## src/rtl/cbe_pkg.sv

```systemverilog
// ----------------------------------------------------------------------------
// cbe_pkg
// Shared types and constants of the cubic B-spline evaluator.
// ----------------------------------------------------------------------------
package cbe_pkg;

	localparam int MAX_KNOTS_DEF    = 256;
	localparam int MAX_CHANNELS_DEF = 64;
	localparam int FRAC_BITS_DEF    = 16;
	localparam int QUEUE_DEPTH      = 4;

	// widest fields a command can need over the whole parameter range
	localparam int ROW_MAXW = 13;
	localparam int K_MAXW   = 12;
	localparam int CH_MAXW  = 6;
	localparam int U_MAXW   = 25;

	// ceil(2^34 / 6): x / 6 == (x * RECIP6) >> 34 for any 32-bit x
	localparam logic [31:0] RECIP6       = 32'hAAAA_AAAB;
	localparam int          RECIP6_SHIFT = 34;

	typedef enum logic [1:0] {
		REQ_KNOT = 2'd0,
		REQ_CP   = 2'd1,
		REQ_EVAL = 2'd2,
		REQ_NOP  = 2'd3
	} req_type_t;

	typedef enum logic [1:0] {
		REG_END_TIME = 2'd0,
		REG_KNOT_CNT = 2'd1,
		REG_CHAN_CNT = 2'd2,
		REG_NC_MASK  = 2'd3
	} cfg_reg_t;

	typedef enum logic [3:0] {
		F_IDLE, F_RD, F_CMP, F_RD2, F_NXT, F_DC, F_WC, F_DN, F_WN, F_PUSH
	} front_state_t;

	typedef enum logic [1:0] {
		D_IDLE, D_RUN, D_DONE
	} div_state_t;

	typedef enum logic [1:0] {
		B_IDLE, B_POW, B_MAC, B_OUT
	} back_state_t;

	typedef enum logic [3:0] {
		P_U2, P_U3, P_V2, P_V3, P_SUM, P_W0, P_W1, P_W2, P_W3
	} pow_step_t;

	// one entry of the queue between front and back
	typedef struct packed {
		logic                is_eval;
		logic [ROW_MAXW-1:0] row;
		logic [CH_MAXW-1:0]  ch;
		logic [31:0]         value;
		logic [K_MAXW-1:0]   k;
		logic [U_MAXW-1:0]   u_c;
		logic [U_MAXW-1:0]   u_n;
	} cmd_t;

endpackage

```

## src/rtl/cbe_fifo.sv

```systemverilog
// ----------------------------------------------------------------------------
// cbe_fifo
// Short command queue between front and back.
// ----------------------------------------------------------------------------
module cbe_fifo (
	input  logic          clk,
	input  logic          arst_n,
	input  logic          wr_en,
	input  cbe_pkg::cmd_t wr_data,
	output logic          full,
	input  logic          rd_en,
	output cbe_pkg::cmd_t rd_data,
	output logic          empty
);

	localparam int DEPTH = cbe_pkg::QUEUE_DEPTH;
	localparam int PW    = $clog2(DEPTH);

	cbe_pkg::cmd_t     mem_q [DEPTH];
	logic [PW-1:0]     wr_ptr_q, rd_ptr_q;
	logic [PW:0]       count_q;

	assign full    = (count_q == (PW+1)'(DEPTH));
	assign empty   = (count_q == '0);
	assign rd_data = mem_q[rd_ptr_q];

	always_ff @(posedge clk) begin
		if (wr_en) mem_q[wr_ptr_q] <= wr_data;
	end

	// advance pointers and count
	always_ff @(posedge clk or negedge arst_n) begin
		if (!arst_n) begin
			wr_ptr_q <= '0;
			rd_ptr_q <= '0;
			count_q  <= '0;
		end else begin
			if (wr_en) wr_ptr_q <= wr_ptr_q + 1'b1;
			if (rd_en) rd_ptr_q <= rd_ptr_q + 1'b1;
			if (wr_en && !rd_en)      count_q <= count_q + 1'b1;
			else if (rd_en && !wr_en) count_q <= count_q - 1'b1;
		end
	end

endmodule

```

## config.mk

```make
export PLATFORM = sky130hd
export DESIGN_NAME = cbe_fifo
export DESIGN_NICKNAME = d
export VERILOG_FILES = /design/src/rtl/cbe_pkg.sv /design/src/rtl/cbe_fifo.sv
export SDC_FILE = /design/constraint.sdc
export NUM_CORES = 1
export LEC_CHECK = 0
export CORE_UTILIZATION = 50
export CTS_BUF_LIST = sky130_fd_sc_hd__clkbuf_8 sky130_fd_sc_hd__clkbuf_16
export DETAILED_ROUTE_END_ITERATION = 16
export DONT_BUFFER_PORTS = 1
export GPL_TIMING_DRIVEN = 0
export PLACE_DENSITY = 0.62
export SKIP_CTS_REPAIR_TIMING = 1
export SLEW_MARGIN = 40
export SYNTH_ARGS = -nofsm -noshare
export SYNTH_HDL_FRONTEND = slang
export SYNTH_SLANG_ARGS = --single-unit
```

## constraint.sdc

```tcl
create_clock -name clk -period 11.2 [get_ports clk]
set_input_delay 2.24 -clock clk [delete_from_list [all_inputs] [get_ports clk]]
set_output_delay 2.24 -clock clk [all_outputs]
set_load 0.03 [all_outputs]
```

==> results.cfg, run 1 <==
[floorplanning]
core_area_sq_um = 32800
initial_core_util = 0.513
pin_count = 234
rows = 66
fp.dieH_um = 185
dieArea_sq_um = 34400
die_w_um = 185

[setup_path]
crit_end = rd_data[48]
r2r_cells = 5
critPathTopFamily = buffers and inverters
timing.rr.end = mem_q[1][77]$_DFFE_PP_
path_cells = buf_2 > buf_2 > buf_2 > mux4_2
crit_fanout = 10
cp-end-kind = output pin
cp.depth = 4
crit_slowest_cell = mux4_2
cp_num_buf_inv = 3
critical_path.startpoint = rd_ptr_q[1]$_DFFE_PN0P_
cp_common_cell = buf_2
r2r_setup_slack_ns = 9.11
crit_path_max_incr_delay_ns = 0.50
arrival_ns = 2.27
worst_r2r_startpoint = wr_ptr_q[1]$_DFFE_PN0P_
start_kind = register
worstSetupPathType = register to output pin
required_ns = 8.96

[place]
gp_congestion = 0.700
portBuffers = 0
dp_cells = 1084
dp_hpwl_um = 19400

[finish]
layout.nets = 814
n_fill_cell = 2319
post_layout_nonfiller_instances = 1166
syn_to_final_growth_pct = 13.5
drive_gt1_frac = 0.297
diodes = 0

[synth]
synth_area_leaders = edfxtp_1, mux4_2, dfrtp_1
yosys_warnings = 0
synth_top_family_by_area = multiplexers
yosys.area_share.simple = 0.00290
yosys.area_share.adder = 0.00491
ys_seq_area_frac = 0.825
synthMuxAreaShare = 0.153
netlist_instances = 630
synth_xor_area_frac = 0.00313
synth_top_area_frac = 0.814
synth_compound_area_frac = 0.000298
synth_top_cell_by_area = edfxtp_1
netlist_area_sq_um = 16800
syn_nets = 754
synth.avg_cell_area_sq_um = 26.7
ys_ff_latch = 463
synth_cell_types = 19

[power]
leakage_nw = 6.05
power_density_nw_per_um2 = 290
peakVddDrop_v = 0.000180

[clocking]
clockBufferDepth = 3
cts-root-buf = clkbuf_16
cts_buffers = 46
cts_tree = yes
clk_latency_ns = 0.53
h-tree-depth = 2
clock-sinks = 463
cts.clk_slew.worst_paths_ns = 0.06

[timing]
fmax_mhz = 222
finalSetupTns_ns = 0
period_needed_ns = 4.51
tightest_slew_ns = 0.703
finalHoldViolCount = 0
finClkSkew_ns = 0.0151
rsz0062_at_grt = no
final-max-slew-violation-count = 0
finalSetupViolCount = 0
fin_crit_sh = 0.402
slew_headroom = 0.531

[grt]
antenna_found_initial = 0
track_usage = 0.175
grt_pass1_vias = 7086
grt_max_degree = 36
grt_first_pass_wirelength_um = 43600
overflow = 0

[drt]
antenna_left = 0
routed_via_density = 5.69
drt_iter0_markers = 443
first_pass_iters = 6
wirelength_um = 29600
post_drt_wl_per_cell_um = 25.4
route.detailed.drc = 0
vias = 6634

[status]
outcome = finished clean

[min_path]
holdCritPathClass = register to register

[job]
drv_cap = 0
[report_power, final]
group          internal (mW)  leakage, nW  switching [mW]
sequential              2.26         4.27          0.0698
combinational          0.559         1.05            1.19
clock                  0.850        0.728           0.598
[area by class of cell]
class,instances,area (sq um),area share
plain buffers,26,164,0.00859
clock buffers,47,1180,0.0617
clock inverters,35,265,0.0139
inverters,4,15.0,0.000787
multi-input cells,137,2790,0.146
flip-flops and latches,463,13900,0.727
well taps,442,553,0.0290
repair buffers,12,248,0.0130
[metrics by stage]
step	setup slack (ns)	instance area (sq um)	power, mW	utilization	hold slack, ns
6_report	6.69	19100	5.53	0.582	0.543
5_1_grt	6.58	19100	5.76	0.582	0.547
4_1_cts	6.63	19100	5.62	0.582	0.545
3_5_place_dp	7.20	17600	4.17	0.538	0.535
3_3_place_gp	3.99	17400	4.14	0.530	0.476
2_1_floorplan	5.85	16800	3.81	-	0.456
[state kept, by name, summed over array words and instances, names as in the netlist]
register and cells:
count_q 3, mem_q 456, rd_ptr_q 2, wr_ptr_q 2
[cell usage in the layout (no fill, tap or decap)]
| cell | count |
|---|---|
| buf_6 | 6 |
| mux4_2 | 114 |
| mux2_2 | 1 |
| buf_12 | 11 |
| clkinv_2 | 5 |
| nand2_1 | 2 |
| nor2_1 | 1 |
| buf_16 | 1 |
| inv_1 | 11 |
| xor2_1 | 4 |
| nor3b_2 | 1 |
| clkbuf_16 | 47 |
| dfrtp_1 | 7 |
| clkinv_4 | 1 |
| and2_4 | 4 |
| clkinvlp_4 | 2 |
| xnor2_1 | 2 |
| bufinv_16 | 4 |
| edfxtp_1 | 456 |
| clkinv_1 | 14 |
| buf_4 | 1 |
| ha_1 | 5 |
| clkbuf_1 | 5 |
| nor3_2 | 1 |
| o21ai_0 | 1 |
| fa_1 | 1 |
| inv_6 | 2 |
| buf_2 | 14 |
[cells in the mapped netlist]
master	instances
and2_1	4
buf_2	14
buf_4	1
buf_6	6
clkbuf_1	5
dfrtp_1	7
edfxtp_1	456
fa_1	1
ha_1	5
inv_1	4
mux2_2	1
mux4_2	114
nand2_1	2
nor2_1	1
nor3_1	1
nor3b_1	1
o21ai_0	1
xnor2_1	2
xor2_1	4
[logic make-up (layout without fill, tap and decap cells)]
logic type               Yosys count  in the layout
AO/OA/AOI/OAI                      1              1
XOR/XNOR                           6              6
adder cells (fa/ha/maj)            6              6
flip-flops                       463            463
AND/OR/NAND/NOR                    9              9
multiplexers                     115            115
buffers and inverters             30            124
[worst min-delay path by stage]
stage,from,end,slack (ns),cells after the start
global placement,count_q[2]$_DFFE_PN0P_,count_q[2]$_DFFE_PN0P_,0.48,1
global route,count_q[2]$_DFFE_PN0P_,count_q[2]$_DFFE_PN0P_,0.55,1
CTS,count_q[2]$_DFFE_PN0P_,count_q[2]$_DFFE_PN0P_,0.55,1
finish,count_q[2]$_DFFE_PN0P_,count_q[2]$_DFFE_PN0P_,0.54,1
detailed placement,count_q[2]$_DFFE_PN0P_,count_q[2]$_DFFE_PN0P_,0.53,1
floorplan,count_q[2]$_DFFE_PN0P_,count_q[2]$_DFFE_PN0P_,0.46,1
[routing by layer]
metal / share of wire / track usage / vias up
li1: - / - / 2843
met1: 0.36 / 0.207 / 3513
met5: 0 / 0 / -
met4: 0.021 / 0.0469 / 0
met3: 0.12 / 0.0824 / 46
met2: 0.50 / 0.287 / 232
(Power assumes the default switching activity.)
==> inputs of run 2 (changes only) <==
--- a/config.mk
+++ b/config.mk
@@ -10,7 +10,7 @@
 export DETAILED_ROUTE_END_ITERATION = 16
 export DONT_BUFFER_PORTS = 1
 export GPL_TIMING_DRIVEN = 0
-export PLACE_DENSITY = 0.62
+export PLACE_DENSITY = 0.65
 export SKIP_CTS_REPAIR_TIMING = 1
 export SLEW_MARGIN = 40
 export SYNTH_ARGS = -nofsm -noshare
==> constraint.sdc (replaced) <==
create_clock -name clk -period 3.8 [get_ports clk]
set_input_delay 0.76 -clock clk [delete_from_list [all_inputs] [get_ports clk]]
set_output_delay 0.76 -clock clk [all_outputs]
set_load 0.03 [all_outputs]
==> run 2 against run 1 <==
- count of clock-buffer cells in the layout rose by 2
- global-route usage rose by 0.35 points
- flip-flop and latch count stayed put
- design area rose by 0.16%
- wire length up 2.0%
- hold slack got worse by 0.23 ns
- sequential power rose to 3.0 times the previous value
- register-to-register slack worse by 7.2 ns
- total power increased to 3.0 times the previous value
- first-iteration DRC count fell by 14%
- non-clock buffer count increased by 1
- critical path type unchanged
- largest cell class unchanged
- highest routed layer unchanged
==> results.cfg, run 2 (synthesis results as in run 1) <==
[drt]
route.detailed.drc = 0
post_drt_wl_per_cell_um = 25.8
highest_layer = met4
drt_iter0_markers = 380
wl_met2_um = 15000
antenna_left = 0
wl_met1_um = 10700
vias = 6707
routed_via_density = 5.75
first_pass_iters = 4
wirelength_um = 30100
wl_met3_um = 3950

[clocking]
h-tree-depth = 2
cts.clk_slew.worst_paths_ns = 0.06
cts-root-buf = clkbuf_16
cts_tree = yes
cts_buffers = 47
clk_latency_ns = 0.54
clockBufferDepth = 3
clock-sinks = 463

[finish]
diodes = 0
largest_register = mem_q
largest_register_ffs = 456
final_cell_mix = edfxtp_1, mux4_2, clkbuf_16, inv_1, buf_2
n_fill_cell = 2267
layout_commonest_cell = edfxtp_1
reg_top3 = mem_q (456), count_q (3)
drive_gt1_frac = 0.294
layout.nets = 816
syn_to_final_growth_pct = 13.6

[job]
drv_cap = 0

[setup_path]
timing.rr.end = mem_q[0][74]$_DFFE_PP_
required_ns = 3.04
worstSetupPathType = register to output pin
start_kind = register
arrival_ns = 2.21
worst_r2r_startpoint = wr_ptr_q[0]$_DFFE_PN0P_
r2r_setup_slack_ns = 1.87
cp-end-kind = output pin
crit_fanout = 10
r2r_cells = 5

[grt]
grt_max_degree = 36
antenna_found_initial = 0
track_usage = 0.178
grt_first_pass_wirelength_um = 44200
grt_pass1_vias = 7104
overflow = 0

[floorplanning]
initial_core_util = 0.513
pin_count = 234
rows = 66
dieArea_sq_um = 34400
die_w_um = 185
core_area_sq_um = 32800
fp.dieH_um = 185

[timing]
finClkSkew_ns = 0.0143
finalSetupViolCount = 0
final-max-slew-violation-count = 0
tightest_slew_ns = 0.707
finalSetupTns_ns = 0
rsz0062_at_grt = no
slew_headroom = 0.529
period_needed_ns = 2.97
fin_crit_sh = 0.782
holdWs_ns = 0.312
finalHoldViolCount = 0
fmax_mhz = 337

[power]
leakage_nw = 6.08
power_mw = 16.4
power_density_nw_per_um2 = 857
peakVddDrop_v = 0.000498

[min_path]
hold_path_end = mem_q[3][1]$_DFFE_PP_
holdCritPathClass = input pin to register
holdPathStages = 0
worstHoldStart = wr_data[1]

[place]
gp_congestion = 0.686
dp_hpwl_um = 19700
portBuffers = 0

[status]
outcome = finished clean
==> run 2: area by class of cell <==
type | count | area (sq um) | area share
repair buffers | 13 | 250 | 0.0131
inverters | 4 | 15.0 | 0.000786
clock inverters | 33 | 244 | 0.0128
plain buffers | 26 | 164 | 0.00858
clock buffers | 49 | 1230 | 0.0642
multi-input cells | 137 | 2790 | 0.146
flip-flops and latches | 463 | 13900 | 0.726
well taps | 442 | 553 | 0.0289
==> run 2: metal layers <==
layer / vias up / track usage
li1: 2838 / -
met1: 3565 / 0.203
met2: 258 / 0.295
met3: 46 / 0.0948
met4: 0 / 0.0450
met5: - / 0
==> run 2: how the worst max path moves through the flow <==
stage	from	endpoint
floorplan	wr_en	mem_q[0][0]$_DFFE_PP_
global placement	wr_en	mem_q[3][75]$_DFFE_PP_
detailed placement	rd_ptr_q[1]$_DFFE_PN0P_	rd_data[41]
CTS	rd_ptr_q[1]$_DFFE_PN0P_	rd_data[41]
global route	rd_ptr_q[1]$_DFFE_PN0P_	rd_data[41]
finish	rd_ptr_q[1]$_DFFE_PN0P_	rd_data[41]
==> run 2: worst max-delay path: stages, from the launching register on <==
cell and delay, ns:
dfrtp_1 0.31, buf_2 0.22, buf_2 0.31, buf_2 0.33
mux4_2 0.50
==> run 2: per-stage QoR <==
stage	instance area [sq um]	setup slack [ns]	utilization	instances
after floorplan	16800	1.18	-	630
after global placement	17400	0.236	0.530	1072
after detailed placement	17600	1.28	0.538	1084
after CTS	19100	0.705	0.583	1166
after global routing	19100	0.675	0.583	1167
final	19100	0.830	0.583	1167
==> run 2: where the power goes <==
group,leakage (nW),total (mW),switching (mW),internal [mW]
Sequential,4.27,6.88,0.210,6.67
Combinational,1.05,5.17,3.52,1.65
Clock,0.761,4.32,1.74,2.58
==> inputs of run 3 (changes only) <==
==> constraint.sdc (replaced) <==
create_clock -name clk -period 2.4 [get_ports clk]
set_input_delay 0.48 -clock clk [delete_from_list [all_inputs] [get_ports clk]]
set_output_delay 0.48 -clock clk [all_outputs]
set_load 0.03 [all_outputs]
==> run 3 against run 2 <==
- the flow now finishes with violations (negative setup slack)
- via count increased by 2.6%
- wire length increased by 4.3%
- sequential power increased by 58%
- non-clock buffer count increased by 35
- final cell count increased by 2.8%
- count of clock-buffer cells in the layout unchanged
- worst setup slack got worse by 0.94 ns
- design area increased by 2.7%
- total power increased by 62%
- critical path depth unchanged
- register-to-register slack got worse by 1.6 ns
- sequential share of layout area decreased by 1.9 points
==> results.cfg, run 3 (synthesis results as in run 1) <==
[setup_path]
required_ns = 1.92
cp_common_cell = buf_12
crit_slowest_cell = mux4_2
worst_r2r_startpoint = wr_ptr_q[0]$_DFFE_PN0P_
cp-end-kind = output pin
start_kind = register
critPathTopFamily = multiplexers
crit_path_max_incr_delay_ns = 0.63
crit_fanout = 10
cp_num_buf_inv = 3
critical_path.startpoint = rd_ptr_q[0]$_DFFE_PN0P_
path_cells = buf_12 > buf_12 > buf_12 > mux4_2
worstSetupPathType = register to output pin
arrival_ns = 2.03

[power]
p_int_mw = 17.7
power_mw = 26.6
clockPowerShare = 0.255
power_density_nw_per_um2 = 1350
p_comb_frac = 0.335
swShare = 0.335
peakVddDrop_v = 0.000833
power_frac_seq = 0.410
switchingPower_mw = 8.89
leakage_nw = 6.32

[drt]
vias = 6883
first_pass_iters = 6
drt_iter0_markers = 492
post_drt_wl_per_cell_um = 26.2
route.detailed.drc = 0
antenna_left = 0
routed_via_density = 5.74
wirelength_um = 31400

[place]
dpl-instance-area_sq_um = 17600
portBuffers = 0
dp_hpwl_um = 20000
gp_congestion = 0.700

[finish]
fin_area_sq_um = 19600
largest_register = mem_q
largest_register_ffs = 456
reg_top3 = mem_q (456), count_q (3)
drive_gt1_frac = 0.307
n_fill_cell = 2274
regArea_sq_um = 13900
layout.nets = 850
multi_input_area_sq_um = 2790
syn_to_final_growth_pct = 16.7
final_cell_mix = edfxtp_1, mux4_2, clkbuf_16, dlygate4sd3_1, buf_12
layout_commonest_cell = edfxtp_1
diodes = 0

[timing]
finalSetupTns_ns = -7.59
tightest_slew_ns = 0.619
final-max-slew-violation-count = 0
fin_ws_ns = -0.107
rsz0062_at_grt = yes
holdWs_ns = 0.0300
fmax_mhz = 399
finalHoldViolCount = 0
finClkSkew_ns = 0.0145
fin_crit_sh = 1.04
period_needed_ns = 2.51
slew_headroom = 0.587
finalSetupViolCount = 114

[grt]
grt_first_pass_wirelength_um = 44900
overflow = 0
grt_pass1_vias = 7265
antenna_found_initial = 0
grt_max_degree = 37
track_usage = 0.180

[clocking]
cts_buffers = 46
cts_tree = yes
clockBufferDepth = 3
clock-sinks = 463
cts.clk_slew.worst_paths_ns = 0.06
h-tree-depth = 2
clk_latency_ns = 0.54
cts-root-buf = clkbuf_16

[floorplanning]
core_area_sq_um = 32800
die_w_um = 185
initial_core_util = 0.513
fp.dieH_um = 185
rows = 66
pin_count = 234
dieArea_sq_um = 34400

[min_path]
holdCritPathClass = input pin to register
worstHoldStart = wr_data[101]

[status]
violations = negative setup slack
outcome = complete, but fails checks

[job]
drv_cap = 0
-- run 3: cell types whose count changed in the layout (fill, tap and decap cells not counted), moves of 5 or more --
cell           delta
buf_12           +10
buf_2            -13
buf_4            +13
buf_6             -5
clkbuf_1          -5
dlygate4sd3_1    +22
-- run 3: stage by stage --
step | std cells | setup WS (ns) | utilization
after floorplan | 630 | 0.0204 | -
after global placement | 1072 | -0.957 | 0.530
after detailed placement | 1084 | 0.221 | 0.538
after CTS | 1164 | -0.364 | 0.582
after global routing | 1200 | -0.188 | 0.598
final | 1200 | -0.107 | 0.598
-- run 3: metal layers --
metal  routed length (um)  vias up  share of wire  track usage
met5                    0        -              0            0
met4                  686        0          0.022       0.0572
met3                 3350       49           0.11       0.0834
met2                15600      248           0.50        0.289
met1                11800     3669           0.38        0.217
li1                     -     2917              -            -
-- run 3: area by class of cell --
| cell class | instances | area share |
|---|---|---|
| Sequential cell | 463 | 0.707 |
| Multi-Input combinational cell | 137 | 0.142 |
| Tap cell | 442 | 0.0282 |
| Buffer | 26 | 0.0163 |
| Inverter | 4 | 0.000765 |
| Clock inverter | 31 | 0.0108 |
| Timing Repair Buffer | 48 | 0.0325 |
| Clock buffer | 49 | 0.0625 |
-- run 3: power groups by stage --
| stage | sequential (mW) | combinational (mW) | clock [mW] |
|---|---|---|---|
| 5_1_grt | 11.0 | 9.39 | 7.22 |
| 2_1_floorplan | 11.0 | 6.66 | 0 |
| 3_3_place_gp | 11.1 | 8.02 | 0 |
| 4_1_cts | 10.9 | 8.41 | 6.91 |
| 6_report | 10.9 | 8.91 | 6.76 |
| 3_5_place_dp | 11.1 | 8.37 | 0 |
-- run 3: final timing paths --
path,to,slack (ns),depth (start not counted)
min in group asynchronous,count_q[0]$_DFFE_PN0P_,0.28,1
hold / removal,mem_q[3][101]$_DFFE_PP_,0.03,0
setup / recovery,rd_data[73],-0.11,4
setup reg to reg,mem_q[2][80]$_DFFE_PP_,0.31,5
max in group asynchronous,rd_ptr_q[0]$_DFFE_PN0P_,1.86,1
hold reg to reg,count_q[2]$_DFFE_PN0P_,0.52,1
-- run 3: worst register-to-register path: stages, from the launching register on --
cell,delay (ns)
dfrtp_1,0.42
inv_1,0.10
ha_1,0.15
and2_4,0.54
buf_12,0.32
buf_12,0.23
